[src/design/stsm_pkg.sv]
`timescale 1ns / 1ps
// Package for the square-wave tone synthesizer and mixer.
// Holds shared constants and the control and status types of the serial unit.
// Depends on nothing; used by stsm_serial_md and square_tone_synth_mixer_top.
package stsm_pkg;

    localparam int SAMPLE_W = 16;
    localparam int HZ_W     = 16;
    localparam int MS_W     = 16;
    localparam int RATE_W   = 18;
    localparam int COUNT_W  = 24;
    localparam int MD_OP_W  = 18;
    localparam int APB_DW   = 32;
    localparam int APB_AW   = 3;

    localparam logic [SAMPLE_W-1:0] TONE_AMP   = 16'h2000;
    localparam logic [SAMPLE_W-1:0] TONE_NEG   = 16'hE000;
    localparam logic [RATE_W-1:0]   MS_PER_S   = 18'd1000;
    localparam logic [RATE_W-1:0]   RATE_RESET = 18'd44100;
    localparam logic [COUNT_W-1:0]  COUNT_MAX  = 24'hFFFFFF;

    localparam logic REQ_TONE   = 1'b0;
    localparam logic REQ_SAMPLE = 1'b1;

    localparam logic REG_SAMPLE_RATE = 1'b0;

    typedef struct packed {
        logic start;
    } md_ctrl_t;

    typedef struct packed {
        logic busy;
        logic done;
    } md_stat_t;

endpackage

[src/design/stsm_serial_md.sv]
`timescale 1ns / 1ps
// Serial multiply-then-divide unit: shift-add product, then restoring division.
// One bit per cycle in each phase; uses types and constants from stsm_pkg.
module stsm_serial_md #(
    parameter int PHASE_BITS = 32
) (
    input  logic                          clk,
    input  logic                          rst_n,
    input  stsm_pkg::md_ctrl_t            ctrl,
    input  logic [PHASE_BITS-1:0]         mcand,
    input  logic [stsm_pkg::MD_OP_W-1:0]  mplier,
    input  logic [stsm_pkg::MD_OP_W-1:0]  divisor,
    output stsm_pkg::md_stat_t            stat,
    output logic [PHASE_BITS+15:0]        quotient,
    output logic [stsm_pkg::MD_OP_W-1:0]  remainder
);

    localparam int DW = PHASE_BITS + 16;
    localparam int OW = stsm_pkg::MD_OP_W;
    localparam int CW = $clog2(DW + 1);

    typedef enum logic [2:0] {
        M_IDLE = 3'b001,
        M_MUL  = 3'b010,
        M_DIV  = 3'b100
    } md_state_t;

    md_state_t         state_reg, state_next;
    logic [CW-1:0]     cnt_reg, cnt_next;
    logic              done_reg, done_next;
    logic [DW-1:0]     work_reg, work_next;
    logic [DW-1:0]     mc_reg, mc_next;
    logic [OW-1:0]     mp_reg, mp_next;
    logic [OW-1:0]     dvs_reg, dvs_next;
    logic [OW-1:0]     rem_reg, rem_next;
    logic [OW:0]       trial;
    logic [OW:0]       diff;
    logic              qbit;

    assign trial = {rem_reg, work_reg[DW-1]};
    assign diff  = trial - {1'b0, dvs_reg};
    assign qbit  = (trial >= {1'b0, dvs_reg});

    always_comb
    begin
        state_next = state_reg;
        cnt_next   = cnt_reg;
        done_next  = 1'b0;
        work_next  = work_reg;
        mc_next    = mc_reg;
        mp_next    = mp_reg;
        dvs_next   = dvs_reg;
        rem_next   = rem_reg;
        case (state_reg)
            M_IDLE:
            begin
                if (ctrl.start)
                begin
                    work_next  = '0;
                    mc_next    = DW'(mcand);
                    mp_next    = mplier;
                    dvs_next   = divisor;
                    rem_next   = '0;
                    cnt_next   = CW'(OW - 1);
                    state_next = M_MUL;
                end
            end
            M_MUL:
            begin
                if (mp_reg[0])
                begin
                    work_next = work_reg + mc_reg;
                end
                mc_next = {mc_reg[DW-2:0], 1'b0};
                mp_next = {1'b0, mp_reg[OW-1:1]};
                if (cnt_reg == '0)
                begin
                    cnt_next   = CW'(DW - 1);
                    state_next = M_DIV;
                end
                else
                begin
                    cnt_next = cnt_reg - 1'b1;
                end
            end
            M_DIV:
            begin
                rem_next  = qbit ? diff[OW-1:0] : trial[OW-1:0];
                work_next = {work_reg[DW-2:0], qbit};
                if (cnt_reg == '0)
                begin
                    done_next  = 1'b1;
                    state_next = M_IDLE;
                end
                else
                begin
                    cnt_next = cnt_reg - 1'b1;
                end
            end
            default:
            begin
                state_next = M_IDLE;
            end
        endcase
    end

    always_ff @(posedge clk or negedge rst_n)
    begin
        if (!rst_n)
        begin
            state_reg <= M_IDLE;
            cnt_reg   <= '0;
            done_reg  <= 1'b0;
        end
        else
        begin
            state_reg <= state_next;
            cnt_reg   <= cnt_next;
            done_reg  <= done_next;
        end
    end

    always_ff @(posedge clk)
    begin
        work_reg <= work_next;
        mc_reg   <= mc_next;
        mp_reg   <= mp_next;
        dvs_reg  <= dvs_next;
        rem_reg  <= rem_next;
    end

    assign stat.busy = (state_reg != M_IDLE);
    assign stat.done = done_reg;
    assign quotient  = work_reg;
    assign remainder = rem_reg;

endmodule

[src/design/square_tone_synth_mixer_top.sv]
`timescale 1ns / 1ps
// Top level of the square-wave tone synthesizer and mixer.
// Depends on stsm_pkg and instantiates stsm_serial_md.
//
// Items are handled one at a time. A sample item that finds no samples left, a
// silent tone or a zero sample rate finishes without the serial unit. Any other
// sample item uses the shared serial multiply-divide unit once; a tone item uses
// it once with a frequency of 0 and twice otherwise. A finished result waits in
// an output register, so the next item is accepted while the previous result
// has not yet been taken.
module square_tone_synth_mixer_top #(
    parameter int PHASE_BITS = 32
) (
    input  logic                                clk,
    input  logic                                rst_n,
    input  logic                                psel,
    input  logic                                penable,
    input  logic                                pwrite,
    input  logic [stsm_pkg::APB_AW-1:0]         paddr,
    input  logic [stsm_pkg::APB_DW-1:0]         pwdata,
    output logic [stsm_pkg::APB_DW-1:0]         prdata,
    output logic                                pready,
    input  logic                                in_valid,
    output logic                                in_ready,
    input  logic                                req_type,
    input  logic [stsm_pkg::MS_W-1:0]           tone_ms,
    input  logic [stsm_pkg::HZ_W-1:0]           tone_hz,
    input  logic signed [stsm_pkg::SAMPLE_W-1:0] left_in,
    input  logic signed [stsm_pkg::SAMPLE_W-1:0] right_in,
    output logic                                out_valid,
    input  logic                                out_ready,
    output logic signed [stsm_pkg::SAMPLE_W-1:0] left_out,
    output logic signed [stsm_pkg::SAMPLE_W-1:0] right_out,
    output logic                                need_tone,
    output logic                                underrun
);

    localparam int DW = PHASE_BITS + 16;
    localparam int SW = stsm_pkg::SAMPLE_W;
    localparam int OW = stsm_pkg::MD_OP_W;
    localparam int RW = stsm_pkg::RATE_W;
    localparam int NW = stsm_pkg::COUNT_W;

    typedef enum logic [4:0] {
        S_IDLE   = 5'b00001,
        S_PHASE  = 5'b00010,
        S_COUNT  = 5'b00100,
        S_PARITY = 5'b01000,
        S_DONE   = 5'b10000
    } state_t;

    state_t                 state_reg, state_next;
    logic                   start_reg, start_next;
    logic [RW-1:0]          rate_reg;
    logic [NW-1:0]          samples_left_reg, samples_left_next;
    logic [stsm_pkg::HZ_W-1:0] cur_hz_reg, cur_hz_next;
    logic [PHASE_BITS-1:0]  phase_reg, phase_next;
    logic [stsm_pkg::HZ_W-1:0] hz_reg, hz_next;
    logic [stsm_pkg::MS_W-1:0] ms_reg, ms_next;
    logic [SW-1:0]          left_reg, left_next;
    logic [SW-1:0]          right_reg, right_next;
    logic [SW-1:0]          res_left_reg, res_left_next;
    logic [SW-1:0]          res_right_reg, res_right_next;
    logic                   res_need_reg, res_need_next;
    logic                   res_under_reg, res_under_next;
    logic                   out_valid_reg, out_valid_next;
    logic [SW-1:0]          out_left_reg, out_right_reg;
    logic                   out_need_reg, out_under_reg;
    logic                   out_load;

    stsm_pkg::md_ctrl_t     md_ctrl;
    stsm_pkg::md_stat_t     md_stat;
    logic [PHASE_BITS-1:0]  md_mcand;
    logic [OW-1:0]          md_mplier;
    logic [OW-1:0]          md_divisor;
    logic [DW-1:0]          md_quot;
    logic [OW-1:0]          md_rem;
    logic [NW-1:0]          count_sat;
    logic                   odd;
    logic [SW-1:0]          tone_val;
    logic                   cfg_write;

    // Configuration port.
    assign pready    = 1'b1;
    assign cfg_write = psel && penable && pwrite
                       && (paddr[stsm_pkg::APB_AW-1] == stsm_pkg::REG_SAMPLE_RATE);
    assign prdata    = (paddr[stsm_pkg::APB_AW-1] == stsm_pkg::REG_SAMPLE_RATE)
                       ? stsm_pkg::APB_DW'(rate_reg) : '0;

    // Operand selection for the serial unit; operands are captured on start.
    always_comb
    begin
        case (state_reg)
            S_PHASE:
            begin
                md_mcand   = phase_reg;
                md_mplier  = OW'(cur_hz_reg);
                md_divisor = OW'(hz_reg);
            end
            S_COUNT:
            begin
                md_mcand   = PHASE_BITS'(ms_reg);
                md_mplier  = OW'(rate_reg);
                md_divisor = OW'(stsm_pkg::MS_PER_S);
            end
            default:
            begin
                md_mcand   = phase_reg;
                md_mplier  = OW'(cur_hz_reg);
                md_divisor = OW'(rate_reg);
            end
        endcase
    end

    assign md_ctrl.start = start_reg;

    stsm_serial_md #(
        .PHASE_BITS (PHASE_BITS)
    ) u_md (
        .clk       (clk),
        .rst_n     (rst_n),
        .ctrl      (md_ctrl),
        .mcand     (md_mcand),
        .mplier    (md_mplier),
        .divisor   (md_divisor),
        .stat      (md_stat),
        .quotient  (md_quot),
        .remainder (md_rem)
    );

    assign count_sat = (md_quot[DW-1:NW] != '0) ? stsm_pkg::COUNT_MAX : md_quot[NW-1:0];
    assign odd       = ({md_rem, 1'b0} >= {1'b0, OW'(rate_reg)});
    assign tone_val  = odd ? stsm_pkg::TONE_NEG : stsm_pkg::TONE_AMP;
    assign out_load  = (state_reg == S_DONE) && (!out_valid_reg || out_ready);

    always_comb
    begin
        state_next        = state_reg;
        start_next        = 1'b0;
        samples_left_next = samples_left_reg;
        cur_hz_next       = cur_hz_reg;
        phase_next        = phase_reg;
        hz_next           = hz_reg;
        ms_next           = ms_reg;
        left_next         = left_reg;
        right_next        = right_reg;
        res_left_next     = res_left_reg;
        res_right_next    = res_right_reg;
        res_need_next     = res_need_reg;
        res_under_next    = res_under_reg;
        case (state_reg)
            S_IDLE:
            begin
                if (in_valid)
                begin
                    hz_next    = tone_hz;
                    ms_next    = tone_ms;
                    left_next  = left_in;
                    right_next = right_in;
                    if (req_type == stsm_pkg::REQ_TONE)
                    begin
                        start_next = 1'b1;
                        state_next = (tone_hz != '0) ? S_PHASE : S_COUNT;
                    end
                    else if (samples_left_reg == '0)
                    begin
                        res_left_next  = left_in;
                        res_right_next = right_in;
                        res_need_next  = 1'b1;
                        res_under_next = 1'b1;
                        state_next     = S_DONE;
                    end
                    else if (cur_hz_reg == '0)
                    begin
                        res_left_next     = left_in;
                        res_right_next    = right_in;
                        res_need_next     = (samples_left_reg == NW'(1));
                        res_under_next    = 1'b0;
                        samples_left_next = samples_left_reg - 1'b1;
                        state_next        = S_DONE;
                    end
                    else if (rate_reg == '0)
                    begin
                        res_left_next     = left_in + stsm_pkg::TONE_AMP;
                        res_right_next    = right_in + stsm_pkg::TONE_AMP;
                        res_need_next     = (samples_left_reg == NW'(1));
                        res_under_next    = 1'b0;
                        samples_left_next = samples_left_reg - 1'b1;
                        phase_next        = phase_reg + 1'b1;
                        state_next        = S_DONE;
                    end
                    else
                    begin
                        start_next = 1'b1;
                        state_next = S_PARITY;
                    end
                end
            end
            S_PHASE:
            begin
                if (md_stat.done)
                begin
                    phase_next = md_quot[PHASE_BITS-1:0];
                    start_next = 1'b1;
                    state_next = S_COUNT;
                end
            end
            S_COUNT:
            begin
                if (md_stat.done)
                begin
                    samples_left_next = count_sat;
                    cur_hz_next       = hz_reg;
                    res_left_next     = '0;
                    res_right_next    = '0;
                    res_need_next     = (count_sat == '0);
                    res_under_next    = 1'b0;
                    state_next        = S_DONE;
                end
            end
            S_PARITY:
            begin
                if (md_stat.done)
                begin
                    res_left_next     = left_reg + tone_val;
                    res_right_next    = right_reg + tone_val;
                    res_need_next     = (samples_left_reg == NW'(1));
                    res_under_next    = 1'b0;
                    samples_left_next = samples_left_reg - 1'b1;
                    phase_next        = phase_reg + 1'b1;
                    state_next        = S_DONE;
                end
            end
            S_DONE:
            begin
                if (out_load)
                begin
                    state_next = S_IDLE;
                end
            end
            default:
            begin
                state_next = S_IDLE;
            end
        endcase
    end

    always_comb
    begin
        if (out_load)
        begin
            out_valid_next = 1'b1;
        end
        else if (out_ready)
        begin
            out_valid_next = 1'b0;
        end
        else
        begin
            out_valid_next = out_valid_reg;
        end
    end

    always_ff @(posedge clk or negedge rst_n)
    begin
        if (!rst_n)
        begin
            state_reg        <= S_IDLE;
            start_reg        <= 1'b0;
            rate_reg         <= stsm_pkg::RATE_RESET;
            samples_left_reg <= '0;
            cur_hz_reg       <= '0;
            phase_reg        <= '0;
            out_valid_reg    <= 1'b0;
        end
        else
        begin
            state_reg        <= state_next;
            start_reg        <= start_next;
            samples_left_reg <= samples_left_next;
            cur_hz_reg       <= cur_hz_next;
            phase_reg        <= phase_next;
            out_valid_reg    <= out_valid_next;
            if (cfg_write)
            begin
                rate_reg <= pwdata[RW-1:0];
            end
        end
    end

    always_ff @(posedge clk)
    begin
        hz_reg        <= hz_next;
        ms_reg        <= ms_next;
        left_reg      <= left_next;
        right_reg     <= right_next;
        res_left_reg  <= res_left_next;
        res_right_reg <= res_right_next;
        res_need_reg  <= res_need_next;
        res_under_reg <= res_under_next;
        if (out_load)
        begin
            out_left_reg  <= res_left_reg;
            out_right_reg <= res_right_reg;
            out_need_reg  <= res_need_reg;
            out_under_reg <= res_under_reg;
        end
    end

    assign in_ready  = (state_reg == S_IDLE);
    assign out_valid = out_valid_reg;
    assign left_out  = out_left_reg;
    assign right_out = out_right_reg;
    assign need_tone = out_need_reg;
    assign underrun  = out_under_reg;

    a_ready_unit_idle: assert property (@(posedge clk) disable iff (!rst_n)
        in_ready |-> !md_stat.busy)
        else $error("Input accepted while the serial unit is still busy.");

    a_done_in_work: assert property (@(posedge clk) disable iff (!rst_n)
        md_stat.done |-> (state_reg == S_PHASE || state_reg == S_COUNT
                          || state_reg == S_PARITY))
        else $error("Serial unit finished outside a working state.");

    a_underrun_needs_tone: assert property (@(posedge clk) disable iff (!rst_n)
        out_valid |-> (!underrun || need_tone))
        else $error("Underrun reported without a request for a new tone.");

endmodule
[config.mk]
export PLATFORM = sky130hd
export DESIGN_NAME = square_tone_synth_mixer_top
export DESIGN_NICKNAME = d
export VERILOG_FILES = /design/src/design/stsm_pkg.sv /design/src/design/stsm_serial_md.sv /design/src/design/square_tone_synth_mixer_top.sv
export SDC_FILE = /design/constraint.sdc
export NUM_CORES = 1
export LEC_CHECK = 0
export BUFFER_PORTS_ARGS = -buffer_cell sky130_fd_sc_hd__buf_4
export CAP_MARGIN = 20
export CORE_MARGIN = 3
export CORE_UTILIZATION = 50
export DETAILED_ROUTE_END_ITERATION = 8
export PLACE_DENSITY = 0.72
export SLEW_MARGIN = 25
export SYNTH_ARGS = -nofsm -noshare
export SYNTH_HDL_FRONTEND = slang
export SYNTH_SLANG_ARGS = --single-unit
[constraint.sdc]
create_clock -name clk -period 5.5 [get_ports clk]
set_clock_uncertainty 0.2 [all_clocks]
set_input_delay 0 -clock clk [delete_from_list [all_inputs] [get_ports clk]]
set_output_delay 0 -clock clk [all_outputs]
set_load 0.01 [all_outputs]
==> results.py, run 1 <==
metrics = {
    "logic_synthesis": {
        "yosys_most_used_dff": "edfxtp_1",
        "ys_ff_latch": 389,
        "ys_top_cells_by_area": "edfxtp_1 41%, dfrtp_1 12%, ha_1 5.4%",
        "synth.avg_cell_area_sq_um": 10.5,
        "synth-simple-area-share_pct": 14.2,
        "yosys.area.top_type": "edfxtp_1",
        "synth_top_area_share_pct": 40.5,
        "synth.top_cells.by_count": "282 x edfxtp_1, 239 x nand2_1, 160 x nor2_1",
        "ys_seq_area_share_pct": 53.4,
        "syn-instance-count": 1993,
        "ys_async_sr_fraction_pct": 27.5,
        "yosysWarnings": 0,
        "synthMuxAreaShare_pct": 2.56,
        "synth_area_sq_mm": 0.0209,
        "synthAdderAreaFrac_pct": 5.78,
        "synth_top_family_by_area": "compound AO/OA/AOI/OAI gates",
        "yosysUniqueCellTypes": 78,
        "synth-compound-area-share_pct": 17.4,
        "synth_edf_count": 282,
        "yosysMostFrequentCell": "edfxtp_1",
        "synth_xor_area_share_pct": 2.60,
    },
    "final_layout": {
        "postLayoutCoreUtil_pct": 62.3,
        "drive_gt1_share_pct": 13.3,
        "fin_area_sq_mm": 0.0255,
        "final_nets": 2475,
        "antenna_cells": 0,
        "stdcell_count": 2839,
        "fillCellCount": 3110,
        "areaGrowthSynthToFinish_pct": 22.3,
    },
    "sta": {
        "slew_viol_final": 0,
        "period_minus_slack_ns": 4.09,
        "slew_headroom_pct": 34.2,
        "setup_slack_ns": 1.41,
        "hold_violations": 0,
        "rsz0062_at_grt": "no",
        "min_period_over_period_pct": 74.3,
        "tightest_slew_ns": 0.976,
        "setup_tns_ns": 0,
        "setup_violations": 0,
        "fin_hold_ws_ns": 0.0215,
        "fmax_mhz": 245,
    },
    "route": {
        "dr.pass1.iters": 7,
        "drc": 0,
        "drtIter0Drc": 2028,
        "antenna_left": 0,
        "totalWireLength_microns": 59200,
        "vias_per_cell": 6.06,
        "route.vias.total": 17200,
        "post_drt_wl_per_cell_microns": 20.9,
    },
    "grt": {
        "grt_max_degree": 72,
        "antenna_found_initial": 0,
        "grt_overflow": 0,
        "grt_pass1_vias": 16600,
        "gr-usage-all-layers_pct": 25.8,
        "grt_pass1_wl_microns": 91300,
    },
    "place": {
        "portBuffers": 144,
        "dp_cells": 2588,
        "dp_hpwl_microns": 36700,
        "routabilityCongestion": 0.942,
        "placedInstanceArea_sq_mm": 0.0224,
        "place_ws_ns": 1.54,
    },
    "floorplan": {
        "start_util_pct": 50.9,
        "die_h_microns": 210,
        "fp-row-count": 74,
        "dieArea_sq_mm": 0.0443,
        "io_pins": 176,
        "coreArea_sq_mm": 0.0410,
        "die_width_microns": 210,
    },
    "power": {
        "p_total_mw": 11.0,
        "p_per_area_mw_per_mm2": 429,
        "worst_ir_drop_vdd_v": 0.000315,
        "p_leak_nw": 10.3,
    },
    "worst_setup_path": {
        "cp.required_ns": 5.62,
        "slowest_delay_ns": 0.78,
        "crit_path_start_kind": "flip-flop",
        "arrival_ns": 4.21,
        "end_kind": "flip-flop",
        "worst-path-max-fanout": 5,
        "path_cells": "inv_1, ha_1, nand4_1, nor2_1, o31ai_1, o211ai_1, a21oi_1, o21ai_0, inv_1, fa_1, xnor2_1, xnor2_1, o22ai_1",
        "crit_path_top_delay_cell": "o21ai_0",
        "path_class": "flip-flop to flip-flop",
    },
    "status": {
        "status": "complete, no violations",
    },
    "clock_network": {
        "clock_sinks": 389,
        "cts_resized": 0,
        "cts_root_buf": "clkbuf_16",
        "postCtsSetupBuffers": 0,
        "clk_path_buf_depth": 3,
        "cts_tree": "built",
        "clock_latency_ns": 0.59,
        "cts_max_level": 2,
        "cts_inserted_buffers": 42,
        "clk_pin_slew_worst_paths_ns": 0.06,
    },
    "hold_path": {
        "hold_path_class": "input pin to flip-flop",
    },
    "flow_run": {
        "cap_violations": 0,
    },
}
[metal layers]
layer	vias up	track usage [%]	routed length, microns
li1	7955	-	-
met1	8392	34.9	24700
met2	720	43.0	28400
met3	141	3.36	4150
met4	0	9.77	2020
met5	-	0	0
[layout make-up]
class	count	area [sq um]	area share, %
Inverter	80	300	1.18
Tap cell	532	666	2.61
Timing Repair Buffer	334	2970	11.6
Clock buffer	56	1140	4.48
Sequential cell	389	11200	43.7
Multi-Input combinational cell	1427	9040	35.4
Clock inverter	21	274	1.07
[power by group]
group / total (mW) / switching, mW / internal (mW)
logic: 3.47 / 2.11 / 1.36
registers: 4.58 / 0.596 / 3.98
clock network: 2.92 / 1.24 / 1.67
total: 11.0 / 3.95 / 7.01
[final timing paths]
path	startpoint	end	slack (ns)	cells after the start
max	rate_reg[13]	res_left_reg[15]	1.41	13
min	pwdata[13]	rate_reg[13]	0.02	3
max reg2reg	rate_reg[13]	res_left_reg[15]	1.41	13
min reg2reg	res_left_reg[0]	left_out[0]	0.22	0
max in group asynchronous	rst_n	phase_reg[16]	3.73	4
min in group asynchronous	rst_n	state_reg[0]	0.43	3
[cells by family (layout without fill, tap and decap cells)]
group | Yosys count | after routing
buf+inv | 190 | 491
other cells | 2 | 15
flops | 389 | 389
mux | 49 | 49
xor+xnor | 62 | 62
fa+ha+maj | 94 | 94
simple gates | 642 | 642
compound gates | 565 | 565
[layout by cell type, fill, tap and decap left out, drive strengths merged, types with 11 or more instances in the layout]
master / count
edfxtp: 282
nand2: 239
dlygate4sd3: 171
buf: 163
nor2: 161
a21oi: 140
o21ai: 140
dfrtp: 99
ha: 90
inv: 81
clkbuf: 56
nand3: 53
a22o: 42
a21o: 41
a31oi: 40
xnor2: 38
mux2: 36
and3: 32
nor4: 31
o22ai: 31
nor3: 29
nand4: 25
xor2: 24
or3: 19
o31ai: 19
conb: 15
o21a: 14
clkinv: 14
mux2i: 13
a2bb2oi: 13
o211ai: 12
a211oi: 11
[worst max-delay path, delay by kind of cell (launching register included)]
| family | cells | cell delay [ns] |
|---|---|---|
| AO/OA/AOI/OAI | 5 | 1.21 |
| adder cells (fa/ha/maj) | 2 | 0.80 |
| flip-flops | 1 | 0.58 |
| AND/OR/NAND/NOR | 2 | 0.35 |
| XOR/XNOR | 2 | 0.35 |
| buffers and inverters | 2 | 0.34 |
[timing repair]
action,in CTS,in global routing
endpoints found under the hold margin,196,6
hold buffers,168,4
setup endpoints to repair,0,0
Note: power is estimated with default switching activity, not from simulation.
==> run 2: changes to the inputs <==
Clock period 5.5 ns to 4.1 ns, I/O delays scaled along.
==> results.py, run 2 (synthesis gave the netlist of run 1 again) <==
metrics = {
    "sta": {
        "period_minus_slack_ns": 3.68,
        "slew_viol_final": 0,
        "min_period_over_period_pct": 89.9,
        "setup_tns_ns": 0,
        "slew_headroom_pct": 36.2,
        "setup_slack_ns": 0.415,
        "hold_violations": 0,
        "tightest_slew_ns": 0.953,
        "rsz0062_at_grt": "no",
        "setup_violations": 0,
        "fmax_mhz": 271,
    },
    "worst_setup_path": {
        "rr_worst_depth": 10,
        "worst-path-max-fanout": 5,
        "arrival_ns": 3.79,
        "reg2reg_to": "u_md.quotient[35]",
        "end_kind": "flip-flop",
        "path_class": "flip-flop to flip-flop",
        "reg2reg_from": "u_md.quotient[1]",
        "crit_path_start_kind": "flip-flop",
        "reg2reg_slack_ns": 0.42,
        "cp.required_ns": 4.21,
    },
    "clock_network": {
        "postCtsSetupBuffers": 0,
        "clock_sinks": 389,
        "clk_path_buf_depth": 3,
        "clock_latency_ns": 0.60,
        "cts_inserted_buffers": 43,
        "cts_root_buf": "clkbuf_16",
        "clk_pin_slew_worst_paths_ns": 0.07,
        "cts_hold_buffers": 170,
        "cts_tree": "built",
        "cts_max_level": 2,
        "cts_resized": 0,
    },
    "route": {
        "totalWireLength_microns": 59700,
        "dr.pass1.iters": 6,
        "antenna_left": 0,
        "drc": 0,
        "drtIter0Drc": 1712,
        "post_drt_wl_per_cell_microns": 20.8,
        "route.vias.total": 17400,
        "vias_per_cell": 6.07,
    },
    "grt": {
        "grt_max_degree": 73,
        "antenna_found_initial": 0,
        "grt_pass1_vias": 17100,
        "gr-usage-all-layers_pct": 26.6,
        "grt_pass1_wl_microns": 94100,
        "grt_overflow": 0,
    },
    "final_layout": {
        "areaGrowthSynthToFinish_pct": 24.0,
        "antenna_cells": 0,
        "final_cell_mix": "282 x edfxtp_1, 237 x nand2_1, 181 x buf_4",
        "final_nets": 2499,
        "drive_gt1_share_pct": 14.4,
        "final_common_cell": "edfxtp_1",
    },
    "flow_run": {
        "cap_violations": 0,
    },
    "place": {
        "routabilityCongestion": 0.931,
        "place_ws_ns": 0.467,
        "portBuffers": 144,
        "dp_hpwl_microns": 37000,
    },
    "floorplan": {
        "dieArea_sq_mm": 0.0443,
        "coreArea_sq_mm": 0.0410,
        "die_width_microns": 210,
        "die_h_microns": 210,
        "start_util_pct": 50.9,
        "fp-row-count": 74,
        "io_pins": 176,
    },
    "power": {
        "p_leak_nw": 10.5,
        "worst_ir_drop_vdd_v": 0.000485,
        "p_total_mw": 15.2,
        "p_per_area_mw_per_mm2": 586,
    },
    "hold_path": {
        "hold_start": "pwdata[14]",
        "hold_path_depth": 3,
        "hold_path_class": "input pin to flip-flop",
        "hold_path_end": "rate_reg[14]",
    },
    "status": {
        "status": "complete, no violations",
    },
}
## run 2: cell types whose count changed in the layout (fill, tap and decap cells not counted), sizes merged
cell	previous run	this run
buf	163	188
clkbuf	56	51
clkinv	14	18
bufinv	4	7
dlygate4sd3	171	169
inv	81	83
clkinvlp	2	1
## run 2: how the worst max path moves through the flow
stage	startpoint	end	cells after the start
floorplan	u_md.state_reg[0]	u_md.quotient[0]	4
global placement	u_md.quotient[2]	u_md.quotient[35]	10
detailed placement	u_md.quotient[15]	u_md.quotient[46]	10
CTS	u_md.quotient[1]	u_md.quotient[35]	10
global route	u_md.quotient[2]	u_md.quotient[45]	11
finish	u_md.quotient[1]	u_md.quotient[35]	10
## run 2: routing by layer
metal | global-route usage (%) | wire (microns) | up-vias
met2 | 44.6 | 28500 | 831
met3 | 4.18 | 4670 | 150
met5 | 0 | 0 | -
li1 | - | - | 8004
met1 | 35.4 | 24400 | 8396
met4 | 9.75 | 2070 | 0
## run 2: layout make-up
type / count / area [sq um]
inverter: 80 / 300
sequential: 389 / 11200
clock inverter: 29 / 383
timing repair buffer: 357 / 3190
tap: 532 / 666
multi-input combinational: 1427 / 9010
fill: 3078 / 15100
clock buffer: 51 / 1180
## run 2: power by group
part	switching (mW)	internal (mW)
combinational	2.89	1.90
sequential	0.763	5.34
clock	1.73	2.53
## run 2: worst max-delay path, cell delays in order (launching register included)
cell	delay [ns]
edfxtp_1	0.48
ha_1	0.36
a211o_1	0.34
a211oi_1	0.41
nor3_1	0.19
o31a_1	0.31
o21ai_0	0.37
a21oi_1	0.13
nor3_1	0.36
xor2_1	0.18
o21ai_0	0.10
## run 2: through the flow
step	utilization, %	area, sq um	hold WS (ns)	cells
4_1_cts	63.0	25800	0.0000135	2863
3_3_place_gp	55.0	22600	-0.167	2613
6_report	63.1	25900	0.0204	2865
3_5_place_dp	55.0	22600	-0.165	2613
2_1_floorplan	-	20900	-0.496	2006
5_1_grt	63.1	25900	0.0355	2865
